`src/design/afc_pkg.sv`:
```
package afc_pkg;

  localparam int unsigned AFC_COORD_W        = 16;
  localparam int unsigned AFC_NUM_PLANE_REGS = 6;
  localparam int unsigned AFC_ADDR_W         = 6;
  localparam int unsigned AFC_IDX_W          = 3;
  localparam int unsigned AFC_DATA_W         = 64;
  localparam int unsigned AFC_PROD_W         = 32;
  localparam int unsigned AFC_SUM_W          = 34;
  localparam int unsigned AFC_COUNT_W        = 17;
  localparam logic [AFC_COUNT_W-1:0] AFC_COUNT_MAX = 17'd65536;

  // Packed plane register: distance in the top 16 bits, nx in the bottom 16.
  typedef struct packed {
    logic signed [AFC_COORD_W-1:0] distance;
    logic signed [AFC_COORD_W-1:0] nz;
    logic signed [AFC_COORD_W-1:0] ny;
    logic signed [AFC_COORD_W-1:0] nx;
  } afc_plane_t;

  // One box as it travels down the chain, with the visibility found so far.
  typedef struct packed {
    logic signed [AFC_COORD_W-1:0] min_x;
    logic signed [AFC_COORD_W-1:0] min_y;
    logic signed [AFC_COORD_W-1:0] min_z;
    logic signed [AFC_COORD_W-1:0] max_x;
    logic signed [AFC_COORD_W-1:0] max_y;
    logic signed [AFC_COORD_W-1:0] max_z;
    logic [1:0]                    material;
    logic                          frame_start;
    logic                          visible;
  } afc_box_t;

endpackage

```
`src/design/afc_count.sv`:
```
module afc_count
  import afc_pkg::*;
(
  input  logic                   clk_i,
  input  logic                   rst_ni,
  input  logic                   valid_i,
  input  afc_box_t               box_i,
  output logic                   ready_o,
  output logic                   out_valid_o,
  input  logic                   out_stall_i,
  output logic                   visible_o,
  output logic [1:0]             material_out_o,
  output logic [AFC_COUNT_W-1:0] in_view_count_o
);

  logic                   valid_q;
  logic                   take;
  logic                   visible_q;
  logic [1:0]             material_q;
  logic [AFC_COUNT_W-1:0] count_q, count_d;

  assign ready_o = !valid_q || !out_stall_i;
  assign take    = valid_i && ready_o;

  always_comb begin
    count_d = count_q;
    if (box_i.frame_start) begin
      count_d = {{(AFC_COUNT_W-1){1'b0}}, box_i.visible};
    end else if (box_i.visible && (count_q < AFC_COUNT_MAX)) begin
      count_d = count_q + 1'b1;
    end
  end

  always_ff @(posedge clk_i or negedge rst_ni) begin
    if (!rst_ni) begin
      valid_q <= 1'b0;
      count_q <= '0;
    end else begin
      if (ready_o) begin
        valid_q <= valid_i;
      end
      if (take) begin
        count_q <= count_d;
      end
    end
  end

  always_ff @(posedge clk_i) begin
    if (take) begin
      visible_q  <= box_i.visible;
      material_q <= box_i.material;
    end
  end

  // The running count only moves when a new result is loaded, so it doubles
  // as the held count of the result on display.
  assign out_valid_o     = valid_q;
  assign visible_o       = visible_q;
  assign material_out_o  = material_q;
  assign in_view_count_o = count_q;

endmodule

```
`config.mk`:
```
export PLATFORM = sky130hd
export DESIGN_NAME = afc_count
export DESIGN_NICKNAME = d
export VERILOG_FILES = /design/src/design/afc_pkg.sv /design/src/design/afc_count.sv
export SDC_FILE = /design/constraint.sdc
export NUM_CORES = 1
export LEC_CHECK = 0
export BUFFER_PORTS_ARGS = -buffer_cell sky130_fd_sc_hd__buf_2
export CORE_MARGIN = 2
export CORE_UTILIZATION = 36
export DETAILED_ROUTE_END_ITERATION = 12
export PLACE_DENSITY_LB_ADDON = 0.3
export SLEW_MARGIN = 5
export SYNTH_ARGS = -nofsm -noshare
export SYNTH_HDL_FRONTEND = slang
export SYNTH_SLANG_ARGS = --single-unit
```
`constraint.sdc`:
```
create_clock -name clk_i -period 4.7 [get_ports clk_i]
set_clock_uncertainty 0.15 [all_clocks]
set_input_delay 0.235 -clock clk_i [delete_from_list [all_inputs] [get_ports clk_i]]
set_output_delay 0.235 -clock clk_i [all_outputs]
set_load 0.005 [all_outputs]
```
==> metrics.md <==
| Metric | Value |
|---|---|
| HP Start | `out_stall_i` |
| Final WL | `2680 um` |
| Die height | `59.4 um` |
| Endpoints failing hold | `0` |
| Standard-cell rows | `20` |
| Ranking of synthesized cells by area | `dfrtp_1, edfxtp_1, mux2i_1` |
| Fill count | `293` |
| Cts repair resizes | `0` |
| Drt via density | `5.61` |
| FFs w/ async S/R, synth | `85.7%` |
| Antenna cells | `0` |
| Worst Tran Pin Value | `0.736 ns` |
| Finished Core Util | `45.3%` |
| Dpl cells | `168` |
| Reg2reg setup slack | `2.54 ns` |
| Final period util | `49.5%` |
| Initial core utilization | `37.1%` |
| Yosys reg bits | `21` |
| CTS clk-pin slew, worst paths | `0.12 ns` |
| GP Congestion | `0.793` |
| Global route overflow | `0` |
| Clock latency on the worst-skew pair | `0.31 ns` |
| Finish-stage setup viols | `0` |
| Core area | `2980 sq um` |
| P per Cell Area | `257 nW/um^2` |
| Min cycle time layout | `2.33 ns` |
| Most common cell after layout, fill and taps aside | `buf_2` |
| Post-synth EDFFs | `3` |
| WHS Endpoint | `out_valid_o` |
| Vias in the first global route | `921` |
| Yosys cell types | `32` |
| Area delta synth->final | `22.3%` |
| Leading area contributor after synthesis | `dfrtp_1` |
| Commonest non-fill, non-tap cells in the layout | `buf_2, dfrtp_1, nand2_1, o21ai_1, nor2_1` |
| Seq/Total Area, Yosys | `49.0%` |
| CP Max Fanout | `9` |
| Number of antenna violations at the first check in global routing | `0` |
| Share of cells above drive strength 1 | `25.0%` |
| Layout Cells excl Fill | `177` |
| Slew HR | `50.8%` |
| Buf/Inv on CP | `2` |
| Hold Crit Depth | `3` |
| CTS Sinks | `21` |
| Cells after synthesis | `110` |
| I/O pin count | `126` |
| H-Tree Level Count | `1` |
| Critical Path AT | `2.42 ns` |
| CTS Buf Count | `3` |
| CTS Buffer Depth | `2` |
| Kind of cell adding the most delay to the critical path | `simple AND/OR/NAND/NOR gates` |
| Run status | `finished clean` |
| Leak | `0.646 nW` |
| Yosys warns | `0` |
| Worst setup SP type | `input pin` |
| Tot GR Track Use | `17.4%` |
| Detailed Route Iter0 Violations | `43` |
| Slowest-stage cell, CP | `nor2b_1` |
| Full die area | `3520 sq um` |
| Setup_tns | `0 ns` |
| Crit Reg-Reg Endpoint | `in_view_count_o[7]` |
| Crit Path Class | `in2reg` |
| Tightest Hold Check Type | `in2reg` |
| Syn Area/Cell | `10.0 sq um` |
| WL per Instance | `15.1 um` |
| First-pass GRT wire length | `4530 um` |
| Largest net degree at the start of global routing | `19` |
| CTS tree | `yes` |
| Crit end category | `register` |
| Main synth FF type | `dfrtp_1` |
| Largest stage delay, worst path | `0.60 ns` |
| Root buffer cell | `clkbuf_4` |
| DRC errors left | `0` |
| R2R depth | `4` |
| Net count reported at finish | `250` |
| Post-Syn Area | `1100 sq um` |
| Max cap viols | `0` |
| Share of the synthesized area in the top cell type | `40.8%` |
| CP Cell Sequence | `dlygate4sd3_1 -> buf_2 -> nor2b_1 -> o21ai_1 -> or4_1 -> a21oi_1` |
| DP Wirelength | `1900 um` |
| Antenna-violating nets left | `0` |
| Drt pass-1 iters | `4` |
| Port bufs | `29` |
| Worst r2r src | `in_view_count_o[16]` |
| Post-Syn Nets | `215` |
| Max Slew Vio Count | `0` |
| Worst IR Drop VDD | `0.176 mV` |
| Max Fclk | `430 MHz` |
| Die width | `59.4 um` |
| Via count | `993` |
| Unrepaired setup endpoints after global routing | `false` |
| CP Data Required Time | `4.79 ns` |
[flip-flops by register name (all words and copies together), names as in the netlist]
| register | flops |
|---|---|
| out_valid_o | 1 |
| in_view_count_o | 17 |
| material_out_o | 2 |
| visible_o | 1 |
[worst min-delay path, stage by stage]
cell	delay [ns]
buf_2	0.09
nand2_1	0.08
nand2b_1	0.07
[cell type report]
type / instances / area, sq um / share of cell area [%]
clock buffer: 4 / 26.3 / 1.95
timing repair buffer: 34 / 195 / 14.5
multi-input combinational: 81 / 531 / 39.3
sequential: 21 / 541 / 40.0
inverter: 4 / 16.3 / 1.20
tap: 33 / 41.3 / 3.06
[metal layers]
layer	track usage, %	up-vias	share of wire, %
met5	0	-	0
met4	4.87	0	0.60
met3	4.80	2	4.7
met2	27.9	26	47
met1	22.9	481	48
li1	-	484	-
[cells by family after synthesis]
kind of cell	synth area share (%)
compound gates	17.8
buf+inv	2.95
simple gates	22.2
xor+xnor	2.38
flops	49.0
fa+ha+maj	1.13
mux	4.54
[synthesized netlist by cell type (all sizes together), types with 2 or more instances]
cell and instances:
a21oi 6, nand3 4, clkbuf 3, nand2 10, or3 2, nand2b 5, inv 3, xor2 3
nand4 5, o2111ai 5, and4 2, o21ai 10, edfxtp 3, nor2 7, mux2i 5, dfrtp 18
and3 2, or4 3, and2 3
[stage by stage]
stage | total power, mW | hold slack [ns] | setup slack (ns) | area [sq um]
after floorplan | 0.233 | -0.211 | 2.98 | 1100
after global placement | 0.257 | 0.0374 | 2.59 | 1270
after detailed placement | 0.258 | 0.0500 | 2.57 | 1270
after CTS | 0.350 | 0.0385 | 2.39 | 1350
after global routing | 0.370 | 0.0594 | 2.23 | 1350
final | 0.347 | 0.0502 | 2.37 | 1350
[how the worst max path moves through the flow]
stage / from / to / slack (ns) / depth (start not counted)
finish: box_i[0] / in_view_count_o[7] / 2.37 / 6
global route: box_i[0] / in_view_count_o[11] / 2.23 / 6
CTS: box_i[0] / in_view_count_o[13] / 2.39 / 6
detailed placement: in_view_count_o[16] / in_view_count_o[13] / 2.57 / 4
global placement: in_view_count_o[16] / in_view_count_o[7] / 2.59 / 4
floorplan: out_valid_o / in_view_count_o[15] / 2.98 / 5
[where the power goes]
part	total [mW]	switching, mW	internal (mW)	leakage [nW]
Combinational	0.0522	0.0312	0.0210	0.357
Sequential	0.205	0.0121	0.193	0.274
Clock	0.0896	0.0564	0.0331	0.0150
[repair_timing]
item,in CTS,in global routing
setup buffers,0,0
hold buffers,5,0
endpoints found under the hold margin,22,0
Note: power is estimated with default switching activity, not from simulation.
