[src/design/afc_pkg.sv]
package afc_pkg;

  localparam int unsigned AFC_COORD_W        = 16;
  localparam int unsigned AFC_NUM_PLANE_REGS = 6;
  localparam int unsigned AFC_ADDR_W         = 6;
  localparam int unsigned AFC_IDX_W          = 3;
  localparam int unsigned AFC_DATA_W         = 64;
  localparam int unsigned AFC_PROD_W         = 32;
  localparam int unsigned AFC_SUM_W          = 34;
  localparam int unsigned AFC_COUNT_W        = 17;
  localparam logic [AFC_COUNT_W-1:0] AFC_COUNT_MAX = 17'd65536;

  // Packed plane register: distance in the top 16 bits, nx in the bottom 16.
  typedef struct packed {
    logic signed [AFC_COORD_W-1:0] distance;
    logic signed [AFC_COORD_W-1:0] nz;
    logic signed [AFC_COORD_W-1:0] ny;
    logic signed [AFC_COORD_W-1:0] nx;
  } afc_plane_t;

  // One box as it travels down the chain, with the visibility found so far.
  typedef struct packed {
    logic signed [AFC_COORD_W-1:0] min_x;
    logic signed [AFC_COORD_W-1:0] min_y;
    logic signed [AFC_COORD_W-1:0] min_z;
    logic signed [AFC_COORD_W-1:0] max_x;
    logic signed [AFC_COORD_W-1:0] max_y;
    logic signed [AFC_COORD_W-1:0] max_z;
    logic [1:0]                    material;
    logic                          frame_start;
    logic                          visible;
  } afc_box_t;

endpackage

[src/design/afc_cell.sv]
module afc_cell
  import afc_pkg::*;
(
  input  logic       clk_i,
  input  logic       rst_ni,
  input  afc_plane_t plane_i,
  input  logic       valid_i,
  input  afc_box_t   box_i,
  output logic       ready_o,
  output logic       valid_o,
  output afc_box_t   box_o,
  input  logic       ready_i
);

  // First stage: pick the positive vertex and form the three products.
  logic                          a_valid_q;
  logic                          a_ready;
  afc_box_t                      a_box_q;
  logic signed [AFC_PROD_W-1:0]  a_px_q, a_py_q, a_pz_q;
  logic signed [AFC_COORD_W-1:0] a_dist_q;
  logic signed [AFC_COORD_W-1:0] cx, cy, cz;
  logic signed [AFC_PROD_W-1:0]  px_d, py_d, pz_d;

  // Second stage: add the distance and fold the sign into the visible flag.
  logic                 b_valid_q;
  logic                 b_ready;
  afc_box_t             b_box_q;
  afc_box_t             b_box_d;
  logic [AFC_SUM_W-1:0] sum;

  assign a_ready = !a_valid_q || b_ready;
  assign b_ready = !b_valid_q || ready_i;
  assign ready_o = a_ready;

  always_comb begin
    cx   = (plane_i.nx > 0) ? box_i.max_x : box_i.min_x;
    cy   = (plane_i.ny > 0) ? box_i.max_y : box_i.min_y;
    cz   = (plane_i.nz > 0) ? box_i.max_z : box_i.min_z;
    px_d = plane_i.nx * cx;
    py_d = plane_i.ny * cy;
    pz_d = plane_i.nz * cz;
  end

  always_ff @(posedge clk_i or negedge rst_ni) begin
    if (!rst_ni) begin
      a_valid_q <= 1'b0;
    end else if (a_ready) begin
      a_valid_q <= valid_i;
    end
  end

  always_ff @(posedge clk_i) begin
    if (a_ready && valid_i) begin
      a_box_q  <= box_i;
      a_px_q   <= px_d;
      a_py_q   <= py_d;
      a_pz_q   <= pz_d;
      a_dist_q <= plane_i.distance;
    end
  end

  assign sum = {{(AFC_SUM_W-AFC_PROD_W){a_px_q[AFC_PROD_W-1]}}, a_px_q}
             + {{(AFC_SUM_W-AFC_PROD_W){a_py_q[AFC_PROD_W-1]}}, a_py_q}
             + {{(AFC_SUM_W-AFC_PROD_W){a_pz_q[AFC_PROD_W-1]}}, a_pz_q}
             + {{(AFC_SUM_W-AFC_COORD_W-14){a_dist_q[AFC_COORD_W-1]}}, a_dist_q, 14'b0};

  always_comb begin
    b_box_d         = a_box_q;
    b_box_d.visible = a_box_q.visible && !sum[AFC_SUM_W-1];
  end

  always_ff @(posedge clk_i or negedge rst_ni) begin
    if (!rst_ni) begin
      b_valid_q <= 1'b0;
    end else if (b_ready) begin
      b_valid_q <= a_valid_q;
    end
  end

  always_ff @(posedge clk_i) begin
    if (b_ready && a_valid_q) begin
      b_box_q <= b_box_d;
    end
  end

  assign valid_o = b_valid_q;
  assign box_o   = b_box_q;

endmodule

[config.mk]
export PLATFORM = sky130hd
export DESIGN_NAME = afc_cell
export DESIGN_NICKNAME = d
export VERILOG_FILES = /design/src/design/afc_pkg.sv /design/src/design/afc_cell.sv
export SDC_FILE = /design/constraint.sdc
export NUM_CORES = 2
export LEC_CHECK = 0
export BUFFER_PORTS_ARGS = -buffer_cell sky130_fd_sc_hd__buf_4
export CORE_MARGIN = 8
export CORE_UTILIZATION = 50
export CTS_CLUSTER_SIZE = 24
export DETAILED_ROUTE_END_ITERATION = 6
export HOLD_SLACK_MARGIN = 0.06
export PLACE_DENSITY = 0.8
export SYNTH_ARGS = -nofsm -noshare
export SYNTH_HDL_FRONTEND = slang
export SYNTH_SLANG_ARGS = --single-unit
[constraint.sdc]
create_clock -name clk_i -period 5.5 [get_ports clk_i]
set_input_delay 0.55 -clock clk_i [delete_from_list [all_inputs] [get_ports clk_i]]
set_output_delay 0.55 -clock clk_i [all_outputs]
set_load 0.005 [all_outputs]
==> key figures <==
Die
  • Core area: 0.0821 mm2
  • Die width: 304 um
  • Die area: 0.0926 mm2
  • Row cnt: 105
  • Initial cell density of the core: 0.506
  • DIE HEIGHT: 304 um
  • I/O Pins: 270

Synth
  • Post-synth EDFFs: 312
  • Synthesized instance count: 3790
  • Syn Nets: about 5000
  • Area contributors post-synth: fa_1 40%, edfxtp_1 23%, ha_1 8.7%
  • Cell taking the most area after synthesis: fa_1
  • Seq cells post-synth: 314
  • Average size of a mapped cell: 11.0 um2
  • Synth cell types: 69
  • Top_reg_cell synth: edfxtp_1
  • Synth Warn #: 0
  • Mapped Area: 0.0415 mm2
  • Top-area cell type share of the netlist area: 0.403
  • Post-synthesis sequential area ratio: 0.227
  • Asr flop ratio synth: 0.00637

Cells and area
  • P&R area growth vs syn: 27.6%
  • FILL cells: 5614
  • Diode count: 0
  • Nets: just under 6000
  • Share of cells above drive strength 1: 0.292
  • Area of the multi-input gates: 0.0307 mm2
  • Cell area after layout: about 0.053 mm2
  • Register Area: 0.00942 mm2

Timing
  • Final WS setup: -1350 ps
  • Tightest Pin Transition: 963 ps
  • Unrepaired setup endpoints after global routing: yes
  • Final clock skew: 20.3 ps
  • Max Transition Viols Final: 0
  • FMAX: 146 MHz
  • Final setup fails: 66
  • Fin crit share: 1.25
  • Final Hold Viols: 0
  • Slew HR: 0.358
  • Final worst path period need: roughly 6900 ps
  • Setup TNS: -54560 ps

Worst setup path
  • Critical path's largest stage delay: 580 ps
  • Reg2Reg Setup Slack: 1860 ps
  • Critical path startpoint category: primary input
  • CP Max Fanout: 7
  • CP arrival: 7230 ps
  • CP Capture Type: flip-flop
  • CP Buf/Inv Count: 7
  • Worst EP required: 5880 ps
  • Crit path kind: primary input to flip-flop
  • Slowest-stage cell, CP: fa_1
  • CP top delay family: adder cells

Detailed routing
  • Routed wire length: 111000 um
  • Final ANT Viol Nets: 0
  • Detailed Route Iter0 Violations: ~2000
  • Avg Vias per Cell: 5.36
  • Post-route DRC: 0
  • DR WL/cell: 19.6 um
  • DR pass1 iterations: 5
  • Vias: 30400

Global routing
  • Largest net degree at the start of global routing: around 140
  • Total congestion overflow: 0
  • First-pass GRT wire length: roughly 180000 um
  • Number of global-route vias before repair: 34800
  • Initial antenna violation count: 1
  • Gr usage total: 0.237

Placement
  • Placed Area: 0.0493 mm2
  • Buffers on Ports: 269
  • Routability cong.: 0.909
  • DP Wirelength: 84300 um

Job
  • Maxcap violations: 0

Clock network
  • Clk sink count: 314
  • Worst-skew pair later-pin latency: 590 ps
  • Longest Clk Path Bufs: 3
  • CTS buffer count: 39
  • H-Tree Depth: 2
  • Root Driver: clkbuf_16
  • CTS tree: built
  • Clk slew on worst S/H paths: about 70 ps

Worst hold path
  • Worst hold path type: primary input to flip-flop

Status
  • Violated checks: setup timing
  • Outcome: finished, violations left
[flip-flops by register name, summed over array words and instances (netlist names)]
register	cells
a_box_q	100
a_dist_q	16
a_px_q	32
a_py_q	32
a_pz_q	32
a_valid_q	1
box_o	100
valid_o	1
[routing by layer]
layer  track usage  vias to the layer above  routed length [um]
met5             0                        -                  13
li1              -                    13100                   -
met1         0.282                    15600               40800
met3        0.0426                      396                7300
met4         0.100                        2                5070
met2         0.422                     1276               57700
[worst paths after layout]
path	start	endpoint	cells after the start
min in group asynchronous	rst_ni	a_valid_q	2
worst max-delay path	plane_i[33]	a_pz_q[31]	26
worst min-delay path	plane_i[56]	a_dist_q[8]	1
max in group asynchronous	rst_ni	valid_o	2
worst min register to register	a_box_q[96]	box_o[96]	0
worst max register to register	a_px_q[26]	box_o[0]	12
[logic make-up (layout without fill, tap and decap cells)]
kind of cell,after synthesis,in the layout,share of synthesized area
muxes,54,54,0.0140
and+or+nand+nor,956,956,0.117
xor gates and xnor gates,99,99,0.0209
AOI/OAI and AO/OA,251,251,0.0411
buffers and inverters,991,1795,0.0898
DFF,314,314,0.227
adders and majority gates,1125,1125,0.490
[final cells by class]
class | count | area share
Clock inverter | 30 | 0.00602
Inverter | 882 | 0.0625
Multi-Input combinational cell | 2485 | 0.579
Timing Repair Buffer | 842 | 0.131
Tap cell | 1070 | 0.0253
Clock buffer | 41 | 0.0186
Sequential cell | 314 | 0.178
[cells in the mapped netlist (all sizes together) (3+ instances only)]
cell and number:
inv 882, fa 836, nand2 365, edfxtp 312, ha 289, nor2b 209, and2 173, clkbuf 103
a21oi 78, nor2 72, xnor2 69, a21o 47, o21ai 40, mux2 34, nand2b 31, xor2 30
mux2i 20, nor3 20, or2 19, nand3 13, nand4 13, nor4 13, o21bai 12, o21a 10
a211oi 9, and3 9, o211ai 7, a31oi 6, buf 6, a211o 5, a41oi 5, o31ai 5
a221oi 4, nand3b 4, o311ai 4, a2111oi 3, and4 3, nor3b 3, or3 3
[worst reg2reg max path: stages (launching register included)]
cell	delay, ps
edfxtp_1	420
fa_1	590
fa_1	430
ha_1	320
a21o_1	160
a21o_1	160
a21o_1	160
a21o_1	160
a21o_1	170
a21o_1	170
a221o_1	280
a31oi_1	210
mux2i_1	240
[placed cells by master, fill, tap and decap left out, types with 26 or more instances in the layout]
cell	n
nor2_1	57
a21o_1	47
buf_6	86
inv_2	54
mux2_4	29
clkbuf_16	40
fa_1	803
xor2_1	26
a21oi_2	36
fa_2	33
inv_1	828
xnor2_1	56
and2_1	154
edfxtp_1	312
buf_4	729
ha_4	37
a21oi_1	28
ha_1	244
nand2b_1	29
nand2_1	335
nor2b_1	176
[stage by stage]
step / util / hold WS (ps) / cells / setup slack (ps)
floorplan: - / 254 / 3790 / -1550
global placement: 0.601 / 332 / 5514 / -1950
detailed placement: 0.601 / 335 / 5514 / -2020
CTS: 0.636 / 109 / 5630 / -1340
global route: 0.646 / 116 / 5664 / -1570
finish: 0.646 / 138 / 5664 / -1350
[timing repair]
item,in CTS,in global routing
setup buffers,49,44
hold buffers,1,0
hold endpoints to repair,2,0
gates resized for setup,272,156
pin swaps,144,89
gates cloned,4,0
setup endpoints to repair,66,71
Power is left out: the tool's default activity adds up to more than one toggle a clock period on the data nets, which glitch-free logic cannot reach.
