$ cat config.mk
export PLATFORM = sky130hd
export DESIGN_NAME = afc_cfg
export DESIGN_NICKNAME = d
export VERILOG_FILES = /design/src/design/afc_pkg.sv /design/src/design/afc_cfg.sv
export SDC_FILE = /design/constraint.sdc
export NUM_CORES = 1
export LEC_CHECK = 0
export BUFFER_PORTS_ARGS = -buffer_cell sky130_fd_sc_hd__buf_4
export CORE_AREA = 2 2 204 206
export DETAILED_ROUTE_END_ITERATION = 12
export DIE_AREA = 0 0 206 208
export PLACE_DENSITY_LB_ADDON = 0.3
export SETUP_SLACK_MARGIN = 0.02
export SYNTH_ARGS = -nofsm -noshare
export SYNTH_HDL_FRONTEND = slang
export SYNTH_SLANG_ARGS = --single-unit
$ cat constraint.sdc
create_clock -name clk_i -period 6.34 [get_ports clk_i]
set_clock_uncertainty 0.05 [all_clocks]
set_input_delay 1.902 -clock clk_i [delete_from_list [all_inputs] [get_ports clk_i]]
set_output_delay 1.902 -clock clk_i [all_outputs]
set_load 0.02 [all_outputs]
$ cat src/design/afc_pkg.sv
package afc_pkg;

  localparam int unsigned AFC_COORD_W        = 16;
  localparam int unsigned AFC_NUM_PLANE_REGS = 6;
  localparam int unsigned AFC_ADDR_W         = 6;
  localparam int unsigned AFC_IDX_W          = 3;
  localparam int unsigned AFC_DATA_W         = 64;
  localparam int unsigned AFC_PROD_W         = 32;
  localparam int unsigned AFC_SUM_W          = 34;
  localparam int unsigned AFC_COUNT_W        = 17;
  localparam logic [AFC_COUNT_W-1:0] AFC_COUNT_MAX = 17'd65536;

  // Packed plane register: distance in the top 16 bits, nx in the bottom 16.
  typedef struct packed {
    logic signed [AFC_COORD_W-1:0] distance;
    logic signed [AFC_COORD_W-1:0] nz;
    logic signed [AFC_COORD_W-1:0] ny;
    logic signed [AFC_COORD_W-1:0] nx;
  } afc_plane_t;

  // One box as it travels down the chain, with the visibility found so far.
  typedef struct packed {
    logic signed [AFC_COORD_W-1:0] min_x;
    logic signed [AFC_COORD_W-1:0] min_y;
    logic signed [AFC_COORD_W-1:0] min_z;
    logic signed [AFC_COORD_W-1:0] max_x;
    logic signed [AFC_COORD_W-1:0] max_y;
    logic signed [AFC_COORD_W-1:0] max_z;
    logic [1:0]                    material;
    logic                          frame_start;
    logic                          visible;
  } afc_box_t;

endpackage

$ cat src/design/afc_cfg.sv
module afc_cfg
  import afc_pkg::*;
(
  input  logic                  clk_i,
  input  logic                  rst_ni,
  input  logic                  psel,
  input  logic                  penable,
  input  logic                  pwrite,
  input  logic [AFC_ADDR_W-1:0] paddr,
  input  logic [AFC_DATA_W-1:0] pwdata,
  output logic [AFC_DATA_W-1:0] prdata,
  output logic                  pready,
  output afc_plane_t            planes_o [AFC_NUM_PLANE_REGS]
);

  afc_plane_t           planes_q [AFC_NUM_PLANE_REGS];
  logic [AFC_IDX_W-1:0] index;
  logic                 in_range;
  logic                 wr_en;

  // Registers sit on 8-byte boundaries, so the low three address bits are ignored.
  assign index    = paddr[AFC_ADDR_W-1:3];
  assign in_range = index < AFC_IDX_W'(AFC_NUM_PLANE_REGS);
  assign wr_en    = psel && penable && pwrite && in_range;
  assign pready   = 1'b1;

  always_ff @(posedge clk_i or negedge rst_ni) begin
    if (!rst_ni) begin
      for (int i = 0; i < AFC_NUM_PLANE_REGS; i++) begin
        planes_q[i] <= '0;
      end
    end else if (wr_en) begin
      planes_q[index] <= afc_plane_t'(pwdata);
    end
  end

  always_comb begin
    prdata = '0;
    if (in_range) begin
      prdata = planes_q[index];
    end
  end

  assign planes_o = planes_q;

endmodule

==> summary.md, run 1 <==
| Metric | Value |
|---|---|
| Final setup fails | `0` |
| Inst Count DP | `2185` |
| Worst slack, placed | `0.696 ns` |
| Post-synthesis mux area share | `34.7%` |
| M1 GR Usage | `31.3%` |
| CTS sink cnt | `384` |
| Final HPWL DP | `37000 µm` |
| Fin. Hold Viols | `0` |
| RSZ-0062 raised after global routing | `false` |
| Area delta synth->final | `34.1%` |
| Status | `complete, no violations` |
| Final Non-Filler Cells | `2262` |
| Initial Utilization | `42.9%` |
| Met3 Use GR | `7.24%` |
| Synth Area in Compound Gates | `5.71%` |
| Hold Crit Endpoint | `planes_o[331]` |
| Worst hold stages | `1` |
| Synth top area cells | `dfrtp_1 (55%), mux2_2 (23%), mux2i_1 (8.5%)` |
| XOR/XNOR share of the synthesized area | `0%` |
| Syn Inst Count | `1186` |
| Layout Nets | `1772` |
| Tmin final | `5.67 ns` |
| Row count | `74` |
| Post-synthesis sequential area ratio | `55.2%` |
| Placed inst area | `21900 µm²` |
| Share of the clock period used by the worst path | `89.4%` |
| Logic pwr share | `31.3%` |
| Yosys cell types | `27` |
| Post-Syn Area | `17400 µm²` |
| LEAKAGE | `11.5 nW` |
| Vias per inst | `5.53` |
| All-layer global routing usage | `25.6%` |
| Gpl congestion | `0.821` |
| Max-cap violation count | `0` |
| Slew margin rel. | `38.8%` |
| Clk buf depth | `3` |
| Detail Route Antenna Nets | `0` |
| Max IR drop VDD | `0.243 mV` |
| CP Data Required Time | `4.39 ns` |
| WP data arrival | `3.72 ns` |
| Critical Path Start Type | `primary input` |
| Routing usage on met2 | `43.2%` |
| Total gr overflow | `0` |
| Root Buffer | `clkbuf_16` |
| Simple-gate share of the synthesized area | `1.02%` |
| Via count | `12500` |
| Chip width | `206 µm` |
| Cell area after layout | `23300 µm²` |
| Sw frac | `33.1%` |
| Hold buffer count at cts | `0` |
| Busiest grt layer | `met2` |
| Reg2reg setup slack | `5.44 ns` |
| CP max FO | `27` |
| Initial DRC Count | `626` |
| RR Endpoint | `planes_o[349]` |
| Setup TNS | `0 ns` |
| Synthesized Nets | `1261` |
| Syn avg cell area | `14.7 µm²` |
| Adder-Cell Fraction of Synth Area | `0%` |
| Cells on worst reg2reg path | `1` |
| DR pass1 iterations | `5` |
| Final worst slack | `0.673 ns` |
| Final max-slew violation count | `0` |
| # IOs | `524` |
| Htree depth | `2` |
| F_max | `0.176 GHz` |
| Largest net degree at the start of global routing | `115` |
| Post-CTS Setup Inserts | `0` |
| Register share of total power | `39.2%` |
| Max FFs per register | `384` |
| Clk pwr share | `29.5%` |
| DRC Markers | `0` |
| Top-area cell type share of the netlist area | `55.2%` |
| Internal power | `5.70 mW` |
| Pwr dens | `365 nW/µm²` |
| Initial antenna violation count | `3` |
| Post-CTS sizing | `0` |
| RR Startpoint | `planes_o[349]` |
| Num CTS Buffers | `42` |
| Share of cells above drive strength 1 | `56.7%` |
| Sw Pwr | `2.82 mW` |
| Combinational family with the most area after synthesis | `multiplexers` |
| Min-delay worst type | `flop to flop` |
| IO buf count | `519` |
| Synth area leader | `dfrtp_1` |
| Worst-Margin Slew | `0.918 ns` |
| Die area | `42800 µm²` |
| Vias in the first global route | `12900` |
| Setup CP Type | `primary input to output port` |
| First-pass GRT wire length | `82800 µm` |
| CTS clock-pin slew for the worst setup and hold paths | `0.05 ns` |
| Crit. End Element | `output port` |
| CORE AREA | `40600 µm²` |
| Avg WL per Cell | `24.8 µm` |
| Synth warn | `0` |
| #FFs+latches synth | `384` |
| Die H | `208 µm` |
| CTS tree | `done` |
| Later-pin clock latency in the skew report | `0.55 ns` |
| Final WL | `56000 µm` |
| HP Start | `planes_o[331]` |
==> synthesized netlist by cell type <==
library cell,count
o32ai_1,22
nor2_8,2
buf_2,20
inv_1,22
nand4_4,1
nand2b_1,2
conb_1,1
buf_1,7
mux2_2,352
o21ai_0,41
a221oi_1,1
clkbuf_4,1
or2_0,1
dfrtp_1,384
nand2_1,1
a221o_1,22
nor2_4,4
mux2i_1,147
or2_4,1
o22a_1,41
nor2_1,1
nor2b_1,2
nand4b_4,1
clkbuf_1,11
mux2_1,54
buf_4,43
a211oi_1,1
==> kinds of logic after synthesis <==
group	Yosys count
other	1
and+or+nand+nor	16
DFF	384
AOI/OAI and AO/OA	128
buffers and inverters	104
muxes	553
==> how the worst max path moves through the flow <==
stage	startpoint	endpoint	slack, ns
after floorplan	paddr[5]	prdata[62]	1.18
after global placement	paddr[5]	prdata[57]	0.75
after detailed placement	paddr[5]	prdata[21]	0.70
after CTS	paddr[5]	prdata[63]	0.69
after global routing	paddr[5]	prdata[54]	0.65
final	paddr[5]	prdata[63]	0.67
==> layout by cell type (no fill, tap or decap) <==
master      count
clkbuf_8       10
or2_0           1
nand2b_4        1
a211oi_1        1
clkinv_4        1
inv_1          22
mux2_1         54
nor2b_4         1
diode_2         3
mux2_2        352
clkbuf_16      45
buf_8           2
nand4b_4        1
nand2b_2        1
o32ai_1        22
dfrtp_1       384
buf_4         534
clkbuf_1        8
nor2b_1         1
nor2_8          2
a221oi_1        1
clkinvlp_4      1
mux2i_1       147
nand4_4         1
a221o_1        22
nand2_1         1
o21ai_0        41
bufinv_16       3
o22a_1         41
buf_12         13
or2_4           1
clkinv_2        6
nor2_4          5
conb_1          1
==> metal layers <==
metal  wire (µm)  share of wire, %
met1       22300                40
met2       27700                50
met3        4170               7.4
met4        1870               3.3
met5           0                 0
==> area by class of cell <==
class	instances	area [µm²]
fill	3370	17200
antenna	3	7.51
timing repair buffer	549	4300
clock inverter	11	136
inverter	22	82.6
multi-input combinational	698	7240
tap	532	666
clock buffer	63	1290
sequential	384	9610
==> worst max-delay path, cell delays in order <==
cell and delay (ns):
buf_4 0.38, nand2b_2 0.54, buf_4 0.42, o21ai_0 0.24
buf_4 0.20
==> power by group through the flow <==
stage | Sequential, mW | Combinational [mW] | Clock (mW)
floorplan | 3.88 | 0.809 | 0
global placement | 3.34 | 2.65 | 0
detailed placement | 3.37 | 2.68 | 0
CTS | 3.33 | 2.68 | 2.57
global route | 3.40 | 2.81 | 2.67
finish | 3.34 | 2.66 | 2.51
==> through the flow <==
stage	util, %	hold slack, ns	total power [mW]
2_1_floorplan	-	0.574	4.69
3_3_place_gp	54.0	0.446	5.99
3_5_place_dp	54.0	0.453	6.05
4_1_cts	57.5	0.470	8.58
5_1_grt	57.5	0.482	8.87
6_report	57.5	0.468	8.51
Note: power is estimated with default switching activity, not from simulation.
==> inputs of run 2 (changes only) <==
--- a/config.mk
+++ b/config.mk
@@ -5,10 +5,11 @@
 export SDC_FILE = /design/constraint.sdc
 export NUM_CORES = 1
 export LEC_CHECK = 0
+export ABC_AREA = 1
 export BUFFER_PORTS_ARGS = -buffer_cell sky130_fd_sc_hd__buf_4
-export CORE_AREA = 2 2 204 206
+export CORE_AREA = 2 2 202 204
 export DETAILED_ROUTE_END_ITERATION = 12
-export DIE_AREA = 0 0 206 208
+export DIE_AREA = 0 0 204 206
 export PLACE_DENSITY_LB_ADDON = 0.3
 export SETUP_SLACK_MARGIN = 0.02
 export SYNTH_ARGS = -nofsm -noshare
==> run 2 against run 1 <==
Compared with the run above: routed wire length is 28% higher; first-iteration DRC count is 140% higher; design area is 7.3% higher; fmax is 5.0% higher; power up 1.5%; synthesized cell count grew 140%; non-clock buffer count increased by 1; worst setup slack improved by 0.27 ns; final cell count increased by 68%; largest cell class unchanged; largest power group unchanged; highest routed layer unchanged.
==> summary.md, run 2 <==
| Metric | Value |
|---|---|
| WP data arrival | `3.45 ns` |
| Clk buf depth | `3` |
| Max IR drop VDD | `0.202 mV` |
| Post-synth EDFFs | `0` |
| Max FFs per register | `384` |
| # IOs | `524` |
| Die area | `42000 µm²` |
| Total gr overflow | `0` |
| Pwr dens | `345 nW/µm²` |
| Top-area cell type share of the netlist area | `50.0%` |
| Clk pwr share | `30.3%` |
| Setup TNS | `0 ns` |
| RR Startpoint | `planes_o[134]` |
| CTS tree | `done` |
| Root Buffer | `clkbuf_16` |
| Register share of total power | `38.4%` |
| Later-pin clock latency in the skew report | `0.56 ns` |
| Hold buffer count at cts | `0` |
| Num CTS Buffers | `43` |
| Area occupied by multi-input gates | `7400 µm²` |
| First-pass GRT wire length | `110000 µm` |
| IO buf count | `519` |
| CORE AREA | `40200 µm²` |
| Synth top cells by count | `nand2_1 (1376), inv_1 (435), dfrtp_1 (384)` |
| Synth top area cells | `dfrtp_1 (50%), nand2_1 (27%), inv_1 (8.5%)` |
| Slew margin rel. | `24.7%` |
| Vias in the first global route | `19200` |
| FF/Latch Area | `9610 µm²` |
| CP Cell Sequence | `buf_4 > inv_1 > nor2_2 > buf_12 > nand3_1 > nand2_1 > inv_1 > nand2_1 > buf_4` |
| Share of the clock period used by the worst path | `85.2%` |
| Async set or reset register ratio after synthesis | `100%` |
| CTS sink cnt | `384` |
| Largest delay share family, worst path | `buffers and inverters` |
| Htree depth | `2` |
| Post-Syn Area | `19200 µm²` |
| Sw frac | `35.8%` |
| CP peak stage delay | `0.41 ns` |
| Synthesized Nets | `2866` |
| Hold Crit Endpoint | `planes_o[376]` |
| Die H | `206 µm` |
| DRC Markers | `0` |
| All-layer global routing usage | `34.0%` |
| Setup CP Type | `primary input to output port` |
| Initial Utilization | `47.9%` |
| Main synth FF type | `dfrtp_1` |
| Final setup fails | `0` |
| Largest net degree at the start of global routing | `116` |
| Fin. Hold Viols | `0` |
| Filler cell count | `3569` |
| Synth area leader | `dfrtp_1` |
| Most frequent cells in the layout | `nand2_1 (1375), buf_4 (540), inv_1 (435)` |
| DR pass1 iterations | `5` |
| Syn avg cell area | `6.89 µm²` |
| Syn Inst Count | `2791` |
| Worst hold stages | `2` |
| Cells on worst reg2reg path | `2` |
| CP max FO | `18` |
| Min-delay worst type | `flop to flop` |
| Reg2reg setup slack | `5.53 ns` |
| Area delta synth->final | `30.2%` |
| LEAKAGE | `14.6 nW` |
| Status | `complete, no violations` |
| Max-cap violation count | `0` |
| Synth warn | `0` |
| HP Start | `planes_o[376]` |
| Critical Path Start Type | `primary input` |
| Post-synthesis sequential area ratio | `50.0%` |
| Initial antenna violation count | `0` |
| Worst-Margin Slew | `1.13 ns` |
| Inst Count DP | `3731` |
| Post-CTS Setup Inserts | `0` |
| Sw Pwr | `3.09 mW` |
| Yosys cell types | `19` |
| Logic pwr share | `31.3%` |
| Layout Nets | `3319` |
| Final WL | `71500 µm` |
| RR Endpoint | `planes_o[134]` |
| CTS clock-pin slew for the worst setup and hold paths | `0.06 ns` |
| Share of cells above drive strength 1 | `19.4%` |
| Via count | `19600` |
| Most common cell after layout, fill and taps aside | `nand2_1` |
| Chip width | `204 µm` |
| Detail Route Antenna Nets | `0` |
| Top-count cell post-synth | `nand2_1` |
| Final max-slew violation count | `0` |
| Internal power | `5.55 mW` |
| #FFs+latches synth | `384` |
| N_diodes | `0` |
| Tmin final | `5.40 ns` |
| Post-CTS sizing | `0` |
| Final Non-Filler Cells | `3808` |
| Crit. End Element | `output port` |
| F_max | `0.185 GHz` |
| Slowest cell on crit path | `nor2_2` |
| RSZ-0062 raised after global routing | `false` |
| Final HPWL DP | `44800 µm` |
| Gpl congestion | `0.878` |
| Avg WL per Cell | `18.8 µm` |
| Initial DRC Count | `1526` |
| Row count | `74` |
| Vias per inst | `5.14` |
| Fin Hold WS | `0.443 ns` |
| CP Data Required Time | `4.39 ns` |
| WP buf/inv | `5` |
[run 2: worst max-delay path by stage]
stage,end,slack [ns],depth (start not counted),start
6_report,prdata[7],0.94,9,paddr[4]
2_1_floorplan,prdata[62],1.48,8,paddr[4]
3_5_place_dp,prdata[7],0.96,9,paddr[4]
5_1_grt,prdata[30],0.85,8,paddr[3]
3_3_place_gp,prdata[7],0.98,9,paddr[4]
4_1_cts,prdata[7],0.95,9,paddr[4]
[run 2: cells by family (layout without fill, tap and decap cells)]
| logic type | after synthesis | after routing | share of synthesized area, % |
|---|---|---|---|
| other | 1 | 1 | 0.0195 |
| AO/OA/AOI/OAI | 64 | 64 | 1.67 |
| buffers and inverters | 579 | 1064 | 11.9 |
| flip-flops | 384 | 384 | 50.0 |
| AND/OR/NAND/NOR | 1763 | 1763 | 36.4 |
[run 2: final cells by class]
type	count	area share (%)
Sequential cell	384	38.4
Clock inverter	12	0.750
Tap cell	532	2.66
Inverter	437	6.57
Multi-Input combinational cell	1828	29.6
Clock buffer	65	5.16
Timing Repair Buffer	550	16.9
[run 2: metal layers]
layer	vias to the layer above	routed length (µm)	global-route usage [%]
met5	-	0	0
met3	178	7430	7.99
li1	9092	-	-
met2	970	34000	56.4
met1	9338	26900	42.6
met4	0	3160	15.1
[run 2: power by group through the flow]
stage | sequential, mW | combinational (mW) | clock [mW]
after floorplan | 3.87 | 0.813 | 0
after global placement | 3.32 | 2.65 | 0
after detailed placement | 3.34 | 2.69 | 0
after CTS | 3.31 | 2.71 | 2.65
after global routing | 3.38 | 2.92 | 2.75
final | 3.32 | 2.70 | 2.62
[run 2: worst reg2reg max path: stages, from the launching register on]
cell     delay (ns)
dfrtp_1        0.42
inv_1          0.11
o21ai_0        0.09
[run 2: per-stage QoR]
step	total power [mW]	utilization, %	area, µm²	setup slack [ns]
final	8.64	62.3	25000	0.941
after global routing	9.06	62.3	25000	0.851
after CTS	8.67	62.3	25000	0.949
after detailed placement	6.03	58.6	23600	0.957
after global placement	5.96	58.6	23600	0.984
after floorplan	4.68	-	19200	1.48
==> inputs of run 3 (changes only) <==
--- a/config.mk
+++ b/config.mk
@@ -8,6 +8,7 @@
 export ABC_AREA = 1
 export BUFFER_PORTS_ARGS = -buffer_cell sky130_fd_sc_hd__buf_4
 export CORE_AREA = 2 2 202 204
+export CTS_BUF_LIST = sky130_fd_sc_hd__clkbuf_2
 export DETAILED_ROUTE_END_ITERATION = 12
 export DIE_AREA = 0 0 204 206
 export PLACE_DENSITY_LB_ADDON = 0.3
==> run 3 against run 2 <==
Compared with the run above: non-clock buffer count unchanged; worst setup slack got worse by 0.024 ns; register-to-register slack about the same; die area unchanged; clock-buffer cell count increased by 93; clock power decreased by 33%; fmax decreased by 0.44%; sequential power about the same; hold slack improved by 0.0074 ns; core utilization decreased by 1.5 points; sequential share of layout area increased by 0.92 points; critical path type unchanged; largest power group unchanged.
==> summary.md, run 3 (synthesized netlist as in run 2, its figures left out) <==
| Metric | Value |
|---|---|
| CP Data Required Time | `4.39 ns` |
| RR Endpoint | `planes_o[134]` |
| Area occupied by multi-input gates | `7400 µm²` |
| Most common cell after layout, fill and taps aside | `nand2_1` |
| Inst Count DP | `3731` |
| Avg WL per Cell | `18.3 µm` |
| CORE AREA | `40200 µm²` |
| Post-CTS sizing | `0` |
| Area delta synth->final | `27.1%` |
| Slew margin rel. | `23.8%` |
| Final Non-Filler Cells | `3902` |
| Final worst slack | `0.917 ns` |
| First-pass GRT wire length | `109000 µm` |
| LEAKAGE | `14.6 nW` |
| F_max | `0.184 GHz` |
| WP data arrival | `3.47 ns` |
| Tmin final | `5.42 ns` |
| Worst hold stages | `2` |
| All-layer global routing usage | `33.9%` |
| Internal power | `4.66 mW` |
| Critical Path Start Type | `primary input` |
| # IOs | `524` |
| Gpl congestion | `0.878` |
| Root Buffer | `clkbuf_2` |
| DR pass1 iterations | `5` |
| Initial antenna violation count | `1` |
| Layout Nets | `3376` |
| Later-pin clock latency in the skew report | `0.99 ns` |
| CP max FO | `64` |
| CTS sink cnt | `384` |
| Power Total | `7.76 mW` |
| Slowest cell on crit path | `buf_4` |
| Final HPWL DP | `44800 µm` |
| Post-CTS Setup Inserts | `0` |
| Min-delay worst type | `flop to flop` |
| Final setup fails | `0` |
| Hold Crit Endpoint | `planes_o[376]` |
| Chip width | `204 µm` |
| Num CTS Buffers | `100` |
| Filler cell count | `3723` |
| Row count | `74` |
| HP Start | `planes_o[376]` |
| Logic pwr share | `34.7%` |
| Die H | `206 µm` |
| CTS tree | `done` |
| CP peak stage delay | `0.64 ns` |
| Fin. Hold Viols | `0` |
| FF/Latch Area | `9610 µm²` |
| Register share of total power | `42.6%` |
| Total gr overflow | `0` |
| Largest net degree at the start of global routing | `116` |
| Max-cap violation count | `0` |
| Via count | `19800` |
| Final max-slew violation count | `0` |
| Setup TNS | `0 ns` |
| IO buf count | `519` |
| RSZ-0062 raised after global routing | `false` |
| Sw Pwr | `3.10 mW` |
| Crit. End Element | `output port` |
| Initial DRC Count | `1461` |
| Cells on worst reg2reg path | `2` |
| Max FFs per register | `384` |
| Worst slack, placed | `0.957 ns` |
| Vias in the first global route | `19500` |
| Setup CP Type | `primary input to output port` |
| Die area | `42000 µm²` |
| Initial Utilization | `47.9%` |
| Most frequent cells in the layout | `nand2_1 (1375), buf_4 (540), inv_1 (435)` |
| CTS clock-pin slew for the worst setup and hold paths | `0.09 ns` |
| CP most frequent cell | `nand2_1` |
| Final WL | `71200 µm` |
| Hold buffer count at cts | `0` |
| DRC Markers | `0` |
| Reg2reg setup slack | `5.53 ns` |
| Clk buf depth | `3` |
| RR Startpoint | `planes_o[134]` |
| Share of the clock period used by the worst path | `85.5%` |
| Status | `complete, no violations` |
| Worst-Margin Slew | `1.14 ns` |
| Vias per inst | `5.08` |
| Max IR drop VDD | `0.199 mV` |
| Detail Route Antenna Nets | `0` |
| Sw frac | `40.0%` |
| CP Cell Sequence | `buf_6 > buf_4 > nand2_1 > nand3_1 > nand2_1 > inv_1 > nand2_1 > buf_4` |
| Htree depth | `3` |
| Share of cells above drive strength 1 | `21.7%` |
| Clk pwr share | `22.7%` |
| Pwr dens | `317 nW/µm²` |
-- run 3: cell types whose count changed in the layout (fill, tap and decap cells not counted) --
cell,change
bufinv_16,-3
clkbuf_1,-11
clkbuf_16,-45
clkbuf_2,+158
clkbuf_8,-9
clkinv_1,+8
clkinv_2,-6
clkinvlp_4,-1
diode_2,+1
inv_2,+2
-- run 3: critical path: cells and delay by family --
| family | cells | cell delay, ns |
|---|---|---|
| AND/OR/NAND/NOR | 4 | 0.39 |
| buffers and inverters | 4 | 1.06 |
-- run 3: power by group through the flow --
| stage | sequential, mW | clock (mW) | combinational [mW] |
|---|---|---|---|
| 2_1_floorplan | 3.87 | 0 | 0.813 |
| 3_3_place_gp | 3.32 | 0 | 2.65 |
| 3_5_place_dp | 3.34 | 0 | 2.69 |
| 4_1_cts | 3.30 | 1.79 | 2.70 |
| 5_1_grt | 3.37 | 1.92 | 2.92 |
| 6_report | 3.31 | 1.76 | 2.70 |
-- run 3: how the worst max path moves through the flow --
stage,cells after the start,to,start
finish,8,prdata[22],paddr[3]
global route,8,prdata[30],paddr[3]
CTS,9,prdata[7],paddr[4]
detailed placement,9,prdata[7],paddr[4]
global placement,9,prdata[7],paddr[4]
floorplan,8,prdata[62],paddr[4]
-- run 3: metrics by stage --
step                      cell area, µm²  hold WS (ns)  util, %
after detailed placement           23600         0.431     58.6
after global placement             23600         0.428     58.6
after CTS                          24400         0.454     60.8
after global routing               24500         0.475     60.9
after floorplan                    19200         0.549        -
final                              24500         0.451     60.9
-- run 3: cell type report --
type                            instances  area share [%]
Sequential cell                       384            39.3
Multi-Input combinational cell       1828            30.3
Timing Repair Buffer                  550            17.3
Inverter                              437            6.73
Clock buffer                          158            3.23
Tap cell                              532            2.72
Clock inverter                         12           0.399
Antenna cell                            1          0.0102
-- run 3: metal layers --
layer | global-route usage, % | part of all wire [%]
met5 | 0 | 0
met4 | 15.9 | 4.3
met3 | 9.54 | 11
met2 | 55.2 | 47
met1 | 41.9 | 37
